===== config.mk =====
export PLATFORM = sky130hd
export DESIGN_NAME = row_col_reference_shift_unit
export DESIGN_NICKNAME = d
export VERILOG_FILES = /design/src/rtl/rcrs_pkg.sv /design/src/rtl/rcrs_cfg.sv /design/src/rtl/rcrs_map.sv /design/src/rtl/row_col_reference_shift_unit.sv
export SDC_FILE = /design/constraint.sdc
export NUM_CORES = 1
export LEC_CHECK = 0
export BUFFER_PORTS_ARGS = -buffer_cell sky130_fd_sc_hd__buf_2
export CORE_ASPECT_RATIO = 2
export CORE_MARGIN = 2
export CORE_UTILIZATION = 50
export CTS_BUF_LIST = sky130_fd_sc_hd__clkbuf_8
export CTS_CLUSTER_SIZE = 40
export DETAILED_ROUTE_END_ITERATION = 8
export PLACE_DENSITY = 0.65
export SLEW_MARGIN = 10
export SYNTH_ARGS = -nofsm -noshare
export SYNTH_HDL_FRONTEND = slang
export SYNTH_HIERARCHICAL = 1
export SYNTH_SLANG_ARGS = --single-unit

===== constraint.sdc =====
create_clock -name clk -period 12.65 [get_ports clk]
set_input_delay 1.265 -clock clk [delete_from_list [all_inputs] [get_ports clk]]
set_output_delay 1.265 -clock clk [all_outputs]
set_load 0.05 [all_outputs]

===== src/rtl/rcrs_pkg.sv =====
// Package with the shared types and constants of the row and column reference shift unit.
package rcrs_pkg;

  localparam int ROW_W  = 20;
  localparam int COL_W  = 14;
  localparam int REG_W  = 21;
  localparam int CALC_W = 22;
  localparam int ADDR_W = 5;
  localparam int DATA_W = 32;

  localparam logic [CALC_W-1:0] ROW_LIMIT = CALC_W'(1048576);
  localparam logic [CALC_W-1:0] COL_LIMIT = CALC_W'(16384);

  localparam logic AXIS_ROW    = 1'b0;
  localparam logic AXIS_COL    = 1'b1;
  localparam logic KIND_INSERT = 1'b0;
  localparam logic KIND_DELETE = 1'b1;
  localparam logic OP_SINGLE   = 1'b0;
  localparam logic OP_RANGE    = 1'b1;

  localparam logic [1:0] SCOPE_LOCAL  = 2'd0;
  localparam logic [1:0] SCOPE_TARGET = 2'd1;

  localparam logic [2:0] REG_AXIS  = 3'd0;
  localparam logic [2:0] REG_KIND  = 3'd1;
  localparam logic [2:0] REG_INDEX = 3'd2;
  localparam logic [2:0] REG_COUNT = 3'd3;
  localparam logic [2:0] REG_LOCAL = 3'd4;

  typedef struct packed {
    logic             axis;
    logic             kind;
    logic [REG_W-1:0] index;
    logic [REG_W-1:0] count;
    logic             local_is_target;
  } cfg_t;

  typedef struct packed {
    logic             operation;
    logic [1:0]       first_scope;
    logic [1:0]       second_scope;
    logic             same_sheet;
    logic [ROW_W-1:0] first_row;
    logic [COL_W-1:0] first_col;
    logic             first_whole_row;
    logic             first_whole_col;
    logic [ROW_W-1:0] second_row;
    logic [COL_W-1:0] second_col;
    logic             second_whole_row;
    logic             second_whole_col;
  } item_t;

  typedef struct packed {
    logic             ref_valid;
    logic [ROW_W-1:0] out_first_row;
    logic [COL_W-1:0] out_first_col;
    logic [ROW_W-1:0] out_second_row;
    logic [COL_W-1:0] out_second_col;
  } result_t;

endpackage


===== src/rtl/rcrs_cfg.sv =====
// Configuration register file with its APB-style access port.
module rcrs_cfg (
  input  logic                         clk,
  input  logic                         rst,
  input  logic                         psel,
  input  logic                         penable,
  input  logic                         pwrite,
  input  logic [rcrs_pkg::ADDR_W-1:0]  paddr,
  input  logic [rcrs_pkg::DATA_W-1:0]  pwdata,
  output logic [rcrs_pkg::DATA_W-1:0]  prdata,
  output logic                         pready,
  output rcrs_pkg::cfg_t               cfg
);
  import rcrs_pkg::*;

  logic       wr_en;
  logic [2:0] reg_sel;

  assign pready  = 1'b1;
  assign wr_en   = psel && penable && pwrite;
  assign reg_sel = paddr[ADDR_W-1:2];

  always_ff @(posedge clk) begin
    if (rst) begin
      cfg <= '0;
    end else if (wr_en) begin
      case (reg_sel)
        REG_AXIS:  cfg.axis            <= pwdata[0];
        REG_KIND:  cfg.kind            <= pwdata[0];
        REG_INDEX: cfg.index           <= pwdata[REG_W-1:0];
        REG_COUNT: cfg.count           <= pwdata[REG_W-1:0];
        REG_LOCAL: cfg.local_is_target <= pwdata[0];
        default: ;
      endcase
    end
  end

  always_comb begin
    case (reg_sel)
      REG_AXIS:  prdata = DATA_W'(cfg.axis);
      REG_KIND:  prdata = DATA_W'(cfg.kind);
      REG_INDEX: prdata = DATA_W'(cfg.index);
      REG_COUNT: prdata = DATA_W'(cfg.count);
      REG_LOCAL: prdata = DATA_W'(cfg.local_is_target);
      default:   prdata = '0;
    endcase
  end

endmodule


===== src/rtl/rcrs_map.sv =====
// Combinational remap of one reference or range for the configured edit.
module rcrs_map (
  input  rcrs_pkg::cfg_t    cfg,
  input  rcrs_pkg::item_t   item,
  output rcrs_pkg::result_t result
);
  import rcrs_pkg::*;

  typedef struct packed {
    logic              ok;
    logic [CALC_W-1:0] val;
  } coord_res_t;

  typedef struct packed {
    logic             ok;
    logic [ROW_W-1:0] row;
    logic [COL_W-1:0] col;
  } ep_res_t;

  typedef struct packed {
    logic              ok;
    logic [CALC_W-1:0] a;
    logic [CALC_W-1:0] b;
  } pair_res_t;

  function automatic logic in_scope(input logic [1:0] cls, input logic lit);
    logic r;
    r = (cls == SCOPE_LOCAL) ? lit : (cls == SCOPE_TARGET);
    return r;
  endfunction

  function automatic coord_res_t map_coord(input logic [CALC_W-1:0] c,
                                           input logic [CALC_W-1:0] bound,
                                           input cfg_t cf);
    coord_res_t        r;
    logic [CALC_W-1:0] idx;
    logic [CALC_W-1:0] cnt;
    logic [CALC_W-1:0] s;
    idx   = CALC_W'(cf.index);
    cnt   = CALC_W'(cf.count);
    s     = c + cnt;
    r.ok  = 1'b1;
    r.val = c;
    if (c >= idx) begin
      if (cf.kind == KIND_INSERT) begin
        r.ok  = s < bound;
        r.val = s;
      end else begin
        r.ok  = c >= (idx + cnt);
        r.val = c - cnt;
      end
    end
    return r;
  endfunction

  function automatic ep_res_t map_endpoint(input logic [1:0] cls,
                                           input logic [ROW_W-1:0] row,
                                           input logic [COL_W-1:0] col,
                                           input logic wr, input logic wc,
                                           input cfg_t cf);
    ep_res_t    r;
    coord_res_t m;
    r.ok  = 1'b1;
    r.row = row;
    r.col = col;
    if (in_scope(cls, cf.local_is_target)) begin
      if (cf.axis == AXIS_ROW) begin
        if (!wc) begin
          m     = map_coord(CALC_W'(row), ROW_LIMIT, cf);
          r.ok  = m.ok;
          r.row = m.val[ROW_W-1:0];
        end
      end else if (!wr) begin
        m     = map_coord(CALC_W'(col), COL_LIMIT, cf);
        r.ok  = m.ok;
        r.col = m.val[COL_W-1:0];
      end
    end
    return r;
  endfunction

  function automatic pair_res_t clamp_interval(input logic [CALC_W-1:0] f,
                                               input logic [CALC_W-1:0] l,
                                               input logic [CALC_W-1:0] bound,
                                               input cfg_t cf);
    pair_res_t         r;
    coord_res_t        m1;
    coord_res_t        m2;
    logic [CALC_W-1:0] lo;
    logic [CALC_W-1:0] hi;
    logic [CALC_W-1:0] dbeg;
    logic [CALC_W-1:0] dend;
    logic [CALC_W-1:0] slo;
    logic [CALC_W-1:0] shi;
    logic              pre;
    logic              suf;
    lo   = (f < l) ? f : l;
    hi   = (f < l) ? l : f;
    dbeg = CALC_W'(cf.index);
    dend = dbeg + CALC_W'(cf.count);
    pre  = lo < dbeg;
    suf  = hi >= dend;
    slo  = pre ? lo : dbeg;
    shi  = suf ? (hi - CALC_W'(cf.count)) : (dbeg - CALC_W'(1));
    m1   = map_coord(f, bound, cf);
    m2   = map_coord(l, bound, cf);
    if (cf.count == '0 || hi < dbeg || lo >= dend) begin
      r.ok = m1.ok && m2.ok;
      r.a  = m1.val;
      r.b  = m2.val;
    end else begin
      r.ok = (pre || suf) && (slo < bound) && (shi < bound) && (slo <= shi);
      r.a  = (f <= l) ? slo : shi;
      r.b  = (f <= l) ? shi : slo;
    end
    return r;
  endfunction

  ep_res_t   ep1;
  ep_res_t   ep2;
  pair_res_t row_pair;
  pair_res_t col_pair;
  logic      clamp;
  logic      ok;
  result_t   res;

  always_comb begin
    ep1      = map_endpoint(item.first_scope, item.first_row, item.first_col,
                            item.first_whole_row, item.first_whole_col, cfg);
    ep2      = map_endpoint(item.second_scope, item.second_row, item.second_col,
                            item.second_whole_row, item.second_whole_col, cfg);
    row_pair = clamp_interval(CALC_W'(item.first_row), CALC_W'(item.second_row),
                              ROW_LIMIT, cfg);
    col_pair = clamp_interval(CALC_W'(item.first_col), CALC_W'(item.second_col),
                              COL_LIMIT, cfg);
    clamp    = item.same_sheet && in_scope(item.first_scope, cfg.local_is_target)
               && (item.first_whole_row == item.second_whole_row)
               && (item.first_whole_col == item.second_whole_col)
               && (cfg.kind == KIND_DELETE)
               && !((cfg.axis == AXIS_ROW && item.first_whole_col)
                    || (cfg.axis == AXIS_COL && item.first_whole_row));

    res.ref_valid      = 1'b1;
    res.out_first_row  = ep1.row;
    res.out_first_col  = ep1.col;
    res.out_second_row = '0;
    res.out_second_col = '0;
    ok                 = ep1.ok;

    if (item.operation == OP_RANGE) begin
      if (clamp) begin
        res.out_first_row  = item.first_row;
        res.out_first_col  = item.first_col;
        res.out_second_row = item.second_row;
        res.out_second_col = item.second_col;
        if (cfg.axis == AXIS_ROW) begin
          ok                 = row_pair.ok;
          res.out_first_row  = row_pair.a[ROW_W-1:0];
          res.out_second_row = row_pair.b[ROW_W-1:0];
        end else begin
          ok                 = col_pair.ok;
          res.out_first_col  = col_pair.a[COL_W-1:0];
          res.out_second_col = col_pair.b[COL_W-1:0];
        end
      end else begin
        ok                 = ep1.ok && ep2.ok;
        res.out_second_row = ep2.row;
        res.out_second_col = ep2.col;
      end
    end

    result = ok ? res : '0;
  end

endmodule


===== src/rtl/row_col_reference_shift_unit.sv =====
// Top level of the row and column reference shift unit.
//
// The unit remaps one grid reference or range per transfer for a row or
// column insert or delete described in the configuration registers.
// An item is taken on item at a clock edge where start is high and busy is
// low. Busy is always low, so a new item may be started in every cycle and
// the sustained rate is one item per cycle.
// The item is captured in an input register, remapped by a single pass of
// compare, add and subtract logic, and captured in the result register.
// The result is on result with result_valid high for exactly one cycle,
// after the item has passed the input register and the result register;
// the receiver cannot stall it. Configuration must be written through the
// APB-style port while no item is in flight; the block does not enforce
// it. Reset clears the configuration registers to zero and empties the
// pipeline; no item is lost or repeated for any pattern of starts.
module row_col_reference_shift_unit (
  input  logic                         clk,
  input  logic                         rst,
  input  logic                         start,
  output logic                         busy,
  input  rcrs_pkg::item_t              item,
  output logic                         result_valid,
  output rcrs_pkg::result_t            result,
  input  logic                         psel,
  input  logic                         penable,
  input  logic                         pwrite,
  input  logic [rcrs_pkg::ADDR_W-1:0]  paddr,
  input  logic [rcrs_pkg::DATA_W-1:0]  pwdata,
  output logic [rcrs_pkg::DATA_W-1:0]  prdata,
  output logic                         pready
);
  import rcrs_pkg::*;

  cfg_t    cfg;
  item_t   item_reg;
  logic    item_valid;
  result_t result_next;

  assign busy = 1'b0;

  rcrs_cfg u_cfg (
    .clk     (clk),
    .rst     (rst),
    .psel    (psel),
    .penable (penable),
    .pwrite  (pwrite),
    .paddr   (paddr),
    .pwdata  (pwdata),
    .prdata  (prdata),
    .pready  (pready),
    .cfg     (cfg)
  );

  rcrs_map u_map (
    .cfg    (cfg),
    .item   (item_reg),
    .result (result_next)
  );

  always_ff @(posedge clk) begin
    if (rst) begin
      item_valid   <= 1'b0;
      result_valid <= 1'b0;
    end else begin
      item_valid   <= start && !busy;
      result_valid <= item_valid;
    end
  end

  always_ff @(posedge clk) begin
    if (start && !busy) begin
      item_reg <= item;
    end
    if (item_valid) begin
      result <= result_next;
    end
  end

  a_accept_to_result: assert property (@(posedge clk) disable iff (rst)
    (start && !busy) |-> ##2 result_valid)
    else $error("accepted item produced no result transfer");

  a_no_spurious_result: assert property (@(posedge clk) disable iff (rst)
    !(start && !busy) |-> ##2 !result_valid)
    else $error("result transfer without an accepted item");

  a_invalid_zero: assert property (@(posedge clk) disable iff (rst)
    (result_valid && !result.ref_valid) |->
      (result.out_first_row == '0 && result.out_first_col == '0 &&
       result.out_second_row == '0 && result.out_second_col == '0))
    else $error("invalid reference carries nonzero coordinates");

  a_single_second_zero: assert property (@(posedge clk) disable iff (rst)
    (start && !busy && item.operation == OP_SINGLE) |-> ##2
      (result.out_second_row == '0 && result.out_second_col == '0))
    else $error("single reference has a nonzero second endpoint");

endmodule


==> results of run 1 <==
worst max-delay path by stage:
stage | end | slack [ps] | cells past startpoint
floorplan | result[68] | 4360 | 30
global placement | result[63] | 3480 | 32
detailed placement | result[63] | 3400 | 29
CTS | result[63] | 3350 | 29
global route | result[53] | 2700 | 28
finish | result[63] | 2700 | 28
cell usage in the layout, fill, tap and decap left out, types with 19 or more instances in the layout:
master and instances:
o21bai_1 33, ha_1 532, o211ai_1 34, edfxtp_1 147, buf_2 197, or3_1 20, nand2_1 237, a211oi_1 49
a31oi_1 25, o21a_1 35, nor2_1 236, conb_1 21, o21ai_0 237, nand2b_1 47, inv_1 194, o31ai_1 19
buf_4 84, a21oi_1 357, mux2i_1 85, a22oi_1 20, nand4_1 70, nor2b_1 44, nand3_1 65, mux2_2 57
xnor2_1 81, a21o_1 111, a22o_1 28, xor2_1 35, nor3_1 88, dfxtp_1 45, nand4b_1 23, nor4_1 19
power by group:
part	internal [mW]	total (mW)	switching (mW)
Sequential	0.732	0.805	0.0736
Clock	0.166	0.443	0.278
Combinational	0.597	1.65	1.05
critical path, delay by kind of cell, from the launching register on:
| kind | cells | cell delay [ps] |
|---|---|---|
| multiplexers | 2 | 930 |
| AO/OA/AOI/OAI | 18 | 5570 |
| buffers and inverters | 5 | 1550 |
| adder cells (fa/ha/maj) | 3 | 970 |
| flip-flops | 1 | 570 |
logic make-up after synthesis:
family          after synthesis  synth area share
mux                         142            0.0529
buf+inv                     347            0.0512
xor+xnor                    123            0.0382
flops                       194             0.190
fa+ha+maj                   543             0.244
compound gates             1130             0.259
other cells                   4          0.000532
simple gates                937             0.165
cell type report:
class                           instances  area [um2]  area share
Timing Repair Buffer                  281        1620      0.0526
Clock inverter                         15         166     0.00542
Multi-Input combinational cell       2896       21600       0.705
Clock buffer                           17         234     0.00762
Inverter                              198         743      0.0242
Sequential cell                       194        5360       0.175
Tap cell                              750         938      0.0306
Antenna cell                            3        7.51    0.000244
metrics by stage:
stage / utilization / total power, mW / hold slack, ps / setup slack [ps] / cells
floorplan: - / 1.89 / 459 / 4360 / 3437
global placement: 0.541 / 2.35 / 515 / 3480 / 4318
detailed placement: 0.541 / 2.39 / 521 / 3400 / 4318
CTS: 0.548 / 2.84 / 538 / 3350 / 4350
global route: 0.548 / 3.05 / 581 / 2700 / 4353
finish: 0.548 / 2.90 / 550 / 2700 / 4354
per-layer routing:
metal / vias up / part of all wire / track usage
li1: 13100 / - / -
met2: 1682 / 0.46 / 0.724
met3: 701 / 0.073 / 0.0977
met5: - / 0.000077 / 0
met1: 14000 / 0.32 / 0.427
met4: 2 / 0.14 / 0.503
==> results.ini, run 1 <==
[yosys]
yosys_warnings = 6
synth_flop_cell = edfxtp_1
yosysSeqAreaShare = 0.190
syn_area_per_cell_um2 = 8.25
syn-instance-count = 3420
ys_ff_latch = 194
syn_area_um2 = 28200
synth_common_cells = ha_1, a21oi_1, o21ai_0, nand2_1, nor2_1
synth_edf_count = 147
synthTopCellsByArea = ha_1, edfxtp_1, a21oi_1
synth.most_common_cell = ha_1
synthDistinctLibCells = 95
synth_top_cell_area_share = 0.236
synth_top_area_cell = ha_1
async_reset_ff_frac = 0

[power]
p_leak_nw = 13.4
vdd.ir_drop.worst_mv = 0.138
power.density_nw_per_um2 = 94.3

[clock_tree]
numClockSinks = 194
clk_pin_slew_ps = 130
cts_tree = built
cts_buffers = 17
post-cts-setup-buffers = 0
htreeDepth = 4
cts_buffer_depth = 2
cts_resized = 0
cts_hold_buffers = 0
clock-root-buffer = clkbuf_8
insertion_delay_ps = 630

[route]
routed_wl_um = 131000
wl_per_cell_um = 30.0
viasPerCell = 6.78
drt_iter0_markers = 2899
drtPass1Iterations = 6
antenna_left = 0
vias = 29500
drc = 0

[sta]
drv_slew = 0
setup_viol = 0
clock_skew_ps = 35.6
worst_slew_pin_slew_ps = 1310
setup_tns_ps = 0
slew_headroom = 0.117
finalHoldViolCount = 0
fmax_ghz = 0.101
rsz0062_at_grt = false
period_needed_ps = 9950
fin_crit_sh = 0.787

[setup_path]
crit_path_start_kind = register
worstRegToRegCells = 28
cp.required_ps = 13010
crit_fanout = 31
critPathLaunch = item_reg[34]
r2r-start = item_reg[34]
setup.worst_path.end_class = register
criticalPathCategory = reg2reg
arrival_ps = 10310
crit_slowest_cell = o21ai_0
worst_path_largest_cell_delay_ps = 940
rrSetupSlack_ps = 2700
rr_endpoint = result[63]

[floorplanning]
initial_core_util = 0.504
fp-row-count = 123
core_um2 = 56000
pin_count = 225
die_area_um2 = 58500
die_height_um = 340
die_w_um = 172

[cells_and_area]
largest_reg_flops = 78
nets = 4252
n_fill_cell = 5440
area_growth_pct = 8.80
stdcell_area_um2 = 30700
layout-drive-gt1-share = 0.122

[global_routing]
track_usage = 0.443
grt_pass1_vias = 29800
grt_max_degree = 62
antenna_found_initial = 4
grt_pass1_wl_um = 186000
grt_overflow_total = 0

[min_path]
min_from = u_cfg/cfg[2]
whs_endpoint = u_cfg/cfg[2]
hold_path.class = reg2reg
hold_depth = 2

[place]
io_buffers = 198
dpl.hpwl_um = 103000
place_congestion = 1.05
placed_area_um2 = 30300

[flow_run]
max_cap_viol_count = 0

[outcome]
outcome = completed

Note: power is estimated with default switching activity, not from simulation.
==> run 2: changes to the inputs <==
- PLACE_DENSITY: 0.65 -> 0.68
- clock period: 12.65 -> 8.85 ns (I/O delays scaled with it)
==> run 2 against run 1 <==
  * The run now ends with capacitance limit, slew limit left
  * Final area increased by 3.3%
  * Total power increased by 49%
  * Combinational power increased by 55%
  * First-iteration DRC count increased by 0.66%
  * Fmax increased by 17%
  * Final cell count increased by 3.1%
  * Clock-buffer cell count unchanged
  * Clock skew increased by 6.6 ps
  * Via count increased by 2.4%
  * Register-to-register slack got worse by 2400 ps
  * Critical path type unchanged
  * Largest cell class unchanged
==> results.ini, run 2 (synthesis gave the netlist of run 1 again) <==
[setup_path]
worstRegToRegCells = 34
arrival_ps = 8920
cp.required_ps = 9250
setup.worst_path.end_class = register
rrSetupSlack_ps = 340
criticalPathCategory = reg2reg
worst_path_dominant_cell_family = compound AO/OA/AOI/OAI gates
crit_path_start_kind = register
crit_cells = 34
r2r-start = item_reg[31]
crit_buf_inv = 8
rr_endpoint = result[16]
crit_slowest_cell = a2111oi_4
crit_fanout = 20
worst_path_largest_cell_delay_ps = 530

[cells_and_area]
nets = 4382
area_growth_pct = 12.4
layout.cells.non_filler = 4489
largest_reg_flops = 78
final_common_cell = ha_1
layout-drive-gt1-share = 0.151
final_cell_mix = ha_1, a21oi_1, o21ai_0, nand2_1, nor2_1

[min_path]
hold_depth = 1
whs_endpoint = item_reg[27]
hold_path.class = in2reg
min_from = item[27]

[route]
wl_per_cell_um = 28.7
viasPerCell = 6.74
antenna_left = 0
drc = 0
vias = 30200
drtPass1Iterations = 8
routed_wl_um = 129000
drt_iter0_markers = 2918

[clock_tree]
cts_tree = built
clk_pin_slew_ps = 150
clock-root-buffer = clkbuf_8
insertion_delay_ps = 670
cts_buffer_depth = 2
htreeDepth = 4
cts_buffers = 17
numClockSinks = 194

[sta]
fmax_ghz = 0.117
drv_slew = 1
slew_headroom = -0.00235
period_needed_ps = 8510
fin_crit_sh = 0.962
clock_skew_ps = 42.2
worst_slew_pin_slew_ps = 1500
finalHoldViolCount = 0
rsz0062_at_grt = false
holdWs_ps = 379
setup_tns_ps = 0
setup_viol = 0

[global_routing]
grt_max_degree = 64
track_usage = 0.442
grt_pass1_wl_um = 185000
antenna_found_initial = 7
grt_overflow_total = 0
grt_pass1_vias = 29700

[power]
power.density_nw_per_um2 = 136
finalPower_mw = 4.32
vdd.ir_drop.worst_mv = 0.123
p_leak_nw = 14.1

[place]
placed_cells = 4446
dpl.hpwl_um = 99500
place_congestion = 1.11
io_buffers = 198

[outcome]
violations = capacitance limit, slew limit
outcome = complete, but fails checks

[floorplanning]
core_um2 = 56000
pin_count = 225
die_height_um = 340
die_area_um2 = 58500
die_w_um = 172
fp-row-count = 123
initial_core_util = 0.504

[flow_run]
max_cap_viol_count = 1

## run 2: how the worst max path moves through the flow
stage / startpoint / end / slack [ps]
floorplan: item_reg[59] / result[68] / 560
global placement: item_reg[11] / result[50] / 600
detailed placement: item_reg[11] / result[50] / 520
CTS: item_reg[11] / result[54] / 470
global route: item_reg[27] / result[16] / 80
finish: item_reg[31] / result[16] / 340
## run 2: metrics by stage
step / util / worst slack, ps / area (um2)
after floorplan: - / 564 / 28300
after global placement: 0.558 / 595 / 31300
after detailed placement: 0.558 / 516 / 31300
after CTS: 0.565 / 466 / 31700
after global routing: 0.566 / 80.0 / 31700
final: 0.567 / 338 / 31700
## run 2: final cells by class
class / count / area (um2)
diodes: 8 / 20.0
multi-input cells: 2896 / 21600
repair buffers: 411 / 2680
clock inverters: 15 / 173
clock buffers: 17 / 234
fillers: 5411 / 24300
well taps: 750 / 938
flip-flops and latches: 194 / 5360
inverters: 198 / 743
## run 2: power breakdown
| group | total, mW | switching [mW] | internal, mW |
|---|---|---|---|
| Combinational | 2.56 | 1.59 | 0.970 |
| Clock | 0.668 | 0.439 | 0.230 |
| Sequential | 1.09 | 0.0471 | 1.04 |
| Total | 4.32 | 2.08 | 2.24 |
## run 2: per-layer routing
layer	vias to the layer above	GRT usage	wire length, um
met5	-	0.00597	16
met4	2	0.497	17800
met3	795	0.109	10700
met2	1847	0.712	59500
met1	14100	0.430	41000
li1	13500	-	-
## run 2: worst register-to-register path, delay by kind of cell, from the launching register on
kind,cells,cell delay (ps)
compound gates,20,4440
fa+ha+maj,3,960
buf+inv,8,1660
flops,1,450
mux,1,410
simple gates,2,340
## run 2: timing repair
item,in CTS,in global routing
setup endpoints to repair,0,59
hold buffers,0,0
setup buffers,0,3
resized for setup,0,1
